## src/hw/rtl/grm_pkg.sv

```systemverilog
`default_nettype none

package grm_pkg;

    localparam int VALUE_W   = 24;
    localparam int COORD_W   = 4;
    localparam int SIZE_W    = 5;
    localparam int CFG_W     = 5;
    localparam int CFG_IDX_W = 1;

    // configuration register indexes
    localparam logic [CFG_IDX_W-1:0] CFG_WIDTH_USED  = 1'b0;
    localparam logic [CFG_IDX_W-1:0] CFG_HEIGHT_USED = 1'b1;

    localparam logic [CFG_W-1:0] WIDTH_USED_RST  = 5'd16;
    localparam logic [CFG_W-1:0] HEIGHT_USED_RST = 5'd16;

    // input action codes
    localparam logic ACT_LOAD  = 1'b0;
    localparam logic ACT_FETCH = 1'b1;

    typedef struct packed {
        logic               action;
        logic [COORD_W-1:0] cell_u;
        logic [COORD_W-1:0] cell_v;
        logic [VALUE_W-1:0] cell_value;
    } t_in;

    typedef struct packed {
        logic               rect_found;
        logic [COORD_W-1:0] rect_u;
        logic [COORD_W-1:0] rect_v;
        logic [SIZE_W-1:0]  rect_du;
        logic [SIZE_W-1:0]  rect_dv;
        logic [VALUE_W-1:0] rect_value;
    } t_out;

    typedef enum logic [2:0] {
        ST_CLEAR,
        ST_IDLE,
        ST_SCAN,
        ST_RUN,
        ST_DOWN,
        ST_ERASE,
        ST_EMIT
    } t_state;

    typedef enum logic [3:0] {
        OP_IDLE,
        OP_CLEAR,
        OP_LOAD,
        OP_FETCH,
        OP_SCAN,
        OP_RUN,
        OP_DOWN,
        OP_ERASE,
        OP_EMIT
    } t_dp_op;

    typedef struct packed {
        logic clear_done;
        logic scan_hit;
        logic scan_miss;
        logic run_stop;
        logic down_stop;
        logic erase_done;
        logic out_free;
    } t_dp_stat;

endpackage

`default_nettype wire

```

## src/hw/rtl/grm_ctrl.sv

```systemverilog
`default_nettype none

module grm_ctrl
    import grm_pkg::*;
(
    input  wire logic     i_clk,
    input  wire logic     i_rst_n,
    input  wire logic     i_in_valid,
    input  wire logic     i_action,
    input  wire t_dp_stat i_stat,
    output      logic     o_in_stall,
    output      t_dp_op   o_cmd
);

    t_state r_state;
    t_state n_state;

    always_ff @(posedge i_clk) begin
        if (!i_rst_n) begin
            r_state <= ST_CLEAR;
        end else begin
            r_state <= n_state;
        end
    end

    always_comb begin
        n_state    = r_state;
        o_cmd      = OP_IDLE;
        o_in_stall = 1'b1;
        unique case (r_state)
            ST_CLEAR: begin
                o_cmd = OP_CLEAR;
                if (i_stat.clear_done) begin
                    n_state = ST_IDLE;
                end
            end
            ST_IDLE: begin
                o_in_stall = 1'b0;
                if (i_in_valid) begin
                    if (i_action == ACT_LOAD) begin
                        o_cmd = OP_LOAD;
                    end else begin
                        o_cmd   = OP_FETCH;
                        n_state = ST_SCAN;
                    end
                end
            end
            ST_SCAN: begin
                o_cmd = OP_SCAN;
                if (i_stat.scan_hit) begin
                    n_state = ST_RUN;
                end else if (i_stat.scan_miss) begin
                    n_state = ST_EMIT;
                end
            end
            ST_RUN: begin
                o_cmd = OP_RUN;
                if (i_stat.run_stop) begin
                    n_state = ST_DOWN;
                end
            end
            ST_DOWN: begin
                o_cmd = OP_DOWN;
                if (i_stat.down_stop) begin
                    n_state = ST_ERASE;
                end
            end
            ST_ERASE: begin
                o_cmd = OP_ERASE;
                if (i_stat.erase_done) begin
                    n_state = ST_EMIT;
                end
            end
            ST_EMIT: begin
                o_cmd = OP_EMIT;
                if (i_stat.out_free) begin
                    n_state = ST_IDLE;
                end
            end
        endcase
    end

endmodule

`default_nettype wire

```

## config.mk

```make
export PLATFORM = sky130hd
export DESIGN_NAME = grm_ctrl
export DESIGN_NICKNAME = d
export VERILOG_FILES = /design/src/hw/rtl/grm_pkg.sv /design/src/hw/rtl/grm_ctrl.sv
export SDC_FILE = /design/constraint.sdc
export NUM_CORES = 1
export LEC_CHECK = 0
export ABC_AREA = 1
export CORE_AREA = 4 4 41 43
export DETAILED_ROUTE_END_ITERATION = 8
export DIE_AREA = 0 0 45 47
export DONT_BUFFER_PORTS = 1
export GPL_TIMING_DRIVEN = 0
export PLACE_DENSITY_LB_ADDON = 0.12
export RECOVER_POWER = 100
export SLEW_MARGIN = 20
export SYNTH_ARGS = -nofsm -noshare
export SYNTH_HDL_FRONTEND = slang
export SYNTH_SLANG_ARGS = --single-unit
```

## constraint.sdc

```tcl
create_clock -name i_clk -period 1.4 [get_ports i_clk]
set_input_delay 0.21 -clock i_clk [delete_from_list [all_inputs] [get_ports i_clk]]
set_output_delay 0.21 -clock i_clk [all_outputs]
set_load 0.1 [all_outputs]
```

=== Yosys cells after proc, flatten, opt, wreduce, memory -nomap -nowiden ===
Index checks and enable logic that the tools add are counted.
W data, S select, Z words.

* Add/sub/neg operators: 0
* Multiply operators: 0
* Divide/modulo/power cells: 0
* Order comparisons: 0
* Eq/ne operators: 14
* Shifts and indexed selects: 0
* Muxes and demuxes: 14
* Bitwise operators: 0
* Reductions and logical operators: 2

{| class="wikitable"
|+ Operators with widths
! cell !! number
|-
| $pmux W4 S7 || 1
|-
| $mux W3 || 9
|-
| $pmux W3 S7 || 1
|-
| $ne A2 B2 Y1 const B || 7
|-
| $eq A3 B3 Y1 const B || 3
|-
| $reduce_and A8 Y1 || 1
|-
| $eq A3 B2 Y1 const B || 2
|-
| $eq A3 B1 Y1 const B || 1
|-
| $logic_not A3 Y1 || 1
|-
| $ne A3 B3 Y1 const B || 1
|-
| $mux W1 || 2
|-
| $mux W2 || 1
|}

* Register bits: 3
* Bits in latches: 0
* Memory bits (writable): 0
* ROM bits: 0
* Input bits: 11
* Output and inout port bits: 5
* Logic and storage cells: 31
* Memories: 0

=== Depth between registers and ports, before layout ===
* Depth after elaboration: 3
* Depth in mapped cells: 9
* Gate-level depth less buffers: 9

=== Least setup slack after synthesis ===
No wires, ideal clock.

* Kind: flip-flop to output port
* Start: reg r_state[1]
* End: out o_cmd[3]
* Arrival: 2.584 ns
* Data required time: 1.190 ns
* Setup slack: -1.394 ns
* Stages on the path, launching flop included: 3
* Path buffers: 0
* Cell sequence: dfxtp_1 inv_2 nor3_1

* Word-level cells in the longest chain between the ends: 2
* Elaborated cells between the ends (all ways): 8
* Those cells by class: eq/ne (6); mux (1); reduce/logical (1)

{| class="wikitable"
|+ Ends and longest elaborated chain
! item !! line !! RTL
|-
| start: declaration || grm_ctrl.sv:15 || <nowiki>t_state r_state;</nowiki>
|-
| start signal: assignment || grm_ctrl.sv:22 || <nowiki>r_state <= n_state;</nowiki>
|-
| $eq A3 B3 Y1, or another cell as far along || grm_ctrl.sv:30 || <nowiki>unique case (r_state)</nowiki>
|-
| $pmux W4 S7 * || grm_ctrl.sv:30 ||
|-
| end: declaration || grm_ctrl.sv:12 || <nowiki>output t_dp_op o_cmd</nowiki>
|}

Every way passes the cells marked *; elsewhere a longest branch is shown, timed or not.

=== Worst setup path after layout ===
Same ends and word-level chain as after synthesis.

==> impl_table.tex <==
\begin{tabular}{lr}
\hline
Metric & Value \\
\hline
\multicolumn{2}{l}{\textbf{Die}} \\
Vertical extent of the die & 47 um \\
Number of top-level pins & 16 \\
Placeable core area & 0.00130 sq mm \\
Initial core utilization & 24.6\% \\
Die X-Extent & 45 um \\
Number of cell rows & 13 \\
Total Die Area & 0.00212 sq mm \\
\multicolumn{2}{l}{\textbf{Status}} \\
Failing checks & negative setup slack \\
Status & finished with violations \\
\multicolumn{2}{l}{\textbf{CTS}} \\
Clock tree root buffer cell & clkbuf\_4 \\
Clk buf depth & 2 \\
TritonCTS clock tree & built \\
CTS Buf Count & 3 \\
Post-cts hold buffer count & 0 \\
Post-CTS clock slew at the launch and capture registers of the worst setup and hold paths & 0.04 ns \\
Skew-Pair Late Insertion Delay & 0.23 ns \\
Clock net sink count & 3 \\
\# H-tree levels & 1 \\
\multicolumn{2}{l}{\textbf{Route}} \\
Count of nets left with antenna violations after detail routing & 0 \\
Per-cell via count in the routed design & 4.45 \\
Vias after detailed routing & 378 \\
Detailed-route wire length & 934 um \\
1st-pass router iterations & 2 \\
Routed WL per cell & 11.0 um \\
Remaining DRCs & 0 \\
Drt first-iter violations & 2 \\
\multicolumn{2}{l}{\textbf{Cells and area}} \\
Number of fill cells in the layout & 143 \\
Post-Route Utilization & 40.9\% \\
Leading registers by flop count & r\_state x3 \\
Largest register FFs & 3 \\
Area growth from synthesis to final layout & 66.0\% \\
Net total in the final layout & 82 \\
Top reg by flops & r\_state \\
Antenna diode instance count & 0 \\
Register cell area after layout & 71.3 sq um \\
Layout cells sized above 1 & 51.4\% \\
Combined area of the multi-input logic cells & 303 sq um \\
\multicolumn{2}{l}{\textbf{STA}} \\
Number of failing setup endpoints in the final timing report & 6 \\
Max Slew Vio Count & 0 \\
Unrepaired setup endpoints after global routing & yes \\
Setup slack after layout & -0.267 ns \\
Worst slew margin relative to its limit & 33.4\% \\
Peak clock frequency supported by timing & 600 MHz \\
Final Hold Slack & 0.0952 ns \\
Final Hold Fails & 0 \\
Worst setup skew after layout & 0.00107 ns \\
Shortest period the worst path allows & 1.67 ns \\
Share of the cycle needed by the critical path after routing & 119\% \\
Slew at the pin closest to its max-slew limit & 0.996 ns \\
\multicolumn{2}{l}{\textbf{Worst setup path}} \\
Critical path arrival & 1.46 ns \\
Worst path required time & 1.19 ns \\
FF-to-FF setup slack & -0.04 ns \\
Setup crit start kind & flip-flop \\
Worst Path Max Fanout & 4 \\
Launching point of the worst reg2reg path & r\_state[0]\$\_SDFFE\_PN0P\_ \\
Crit Path Category & flip-flop to output pin \\
Sort of element at the end of the critical path & output pin \\
Worst Reg2Reg Path Length in Cells & 10 \\
Capture instance of the worst register-to-register path & r\_state[1]\$\_SDFFE\_PN0P\_ \\
\multicolumn{2}{l}{\textbf{Synthesis}} \\
Mapped Avg Cell Area & 5.62 sq um \\
Register bit count reported by yosys & 3 \\
Part of the Yosys area used for sequential elements & 18.8\% \\
Post-Syn Area & 320 sq um \\
Distinct cell type count after synthesis & 16 \\
Number of warnings issued by yosys & 0 \\
Synthesized netlist cell count & 57 \\
Mapped Nets & 68 \\
\multicolumn{2}{l}{\textbf{Placement}} \\
Routability cong. & 0.655 \\
Placed wire-length estimate & 642 um \\
Number of port buffers & 0 \\
\multicolumn{2}{l}{\textbf{Global route}} \\
Largest net degree at the start of global routing & 7 \\
Total congestion overflow & 0 \\
Total routing usage reported by global routing & 9.40\% \\
Vias in the first global route & 359 \\
First-pass GRT wire length & 1450 um \\
Initial antenna violation count & 0 \\
\multicolumn{2}{l}{\textbf{Min path}} \\
Worst hold start & i\_rst\_n \\
Min-Delay Path Depth & 2 \\
Endpoint with the worst hold slack & r\_state[0]\$\_SDFFE\_PN0P\_ \\
Type of the tightest min-delay check & primary input to flip-flop \\
\multicolumn{2}{l}{\textbf{Flow run}} \\
Max capacitance violation total & 0 \\
\hline
\end{tabular}
## area by class of cell
cell class,count,area share [%]
Clock buffer,4,4.94
Inverter,10,8.47
Multi-Input combinational cell,44,56.9
Sequential cell,3,13.4
Tap cell,15,3.53
Timing Repair Buffer,9,12.7
## cells in the final DEF (no fill, tap or decap), drive strengths merged
master  synthesis  final
inv            10     10
dfxtp           3      3
nor3            1      1
nand3b          1      1
o21bai          1      1
or2             1      1
a21oi           2      2
nor2           17     17
nand3           3      3
buf             0      9
nand4           1      1
clkbuf          0      4
nand2          17     17
## per-layer routing
layer | share of wire, % | routed length, um | global-route usage, %
met5 | 0 | 0 | 0
met1 | 40 | 377 | 11.1
met3 | 4.6 | 43 | 1.92
met2 | 55 | 512 | 15.8
met4 | 0 | 0 | 5.26
## logic make-up after synthesis
| kind of cell | synth area share [%] |
|---|---|
| compound gates | 5.47 |
| flops | 18.8 |
| buf+inv | 11.7 |
| simple gates | 64.1 |
## worst max path at each step
stage                            start  endpoint  slack [ns]  cells past startpoint
2_1_floorplan  r_state[1]$_SDFFE_PN0P_  o_cmd[3]       -0.05                      2
3_3_place_gp   r_state[2]$_SDFFE_PN0P_  o_cmd[3]       -0.11                      2
3_5_place_dp   r_state[1]$_SDFFE_PN0P_  o_cmd[3]       -0.11                      2
4_1_cts        r_state[1]$_SDFFE_PN0P_  o_cmd[3]       -0.30                      2
5_1_grt        r_state[0]$_SDFFE_PN0P_  o_cmd[0]       -0.32                      5
6_report       r_state[1]$_SDFFE_PN0P_  o_cmd[3]       -0.27                      2
## through the flow
stage	instance area, sq um	std cells	setup WS [ns]	setup TNS [ns]
global placement	390	72	-0.112	-0.219
floorplan	372	57	-0.0470	-0.0714
global route	532	85	-0.322	-1.08
CTS	504	82	-0.298	-0.545
detailed placement	390	72	-0.109	-0.190
finish	532	85	-0.267	-0.655
## critical path, stage by stage, from the launching register on
cell and delay, ns:
dfxtp_4 0.38, inv_4 0.05, nor3_4 0.80
## synth_stat cells, drive strengths merged
cell,number,area share [%]
a21oi,2,3.1
dfxtp,3,19
inv,10,12
nand2,17,25
nand3,3,4.7
nand3b,1,2.3
nand4,1,2.0
nor2,17,27
nor3,1,1.6
o21bai,1,2.3
or2,1,2.0
## what timing repair did
item	4_1_cts	5_1_grt
endpoints found under the setup margin	5	7
buffers inserted	6	3
resized for setup	11	1
pin swaps	5	7
Power is left out: the tool's default activity adds up to more than one toggle a clock period on the data nets, which glitch-free logic cannot reach.
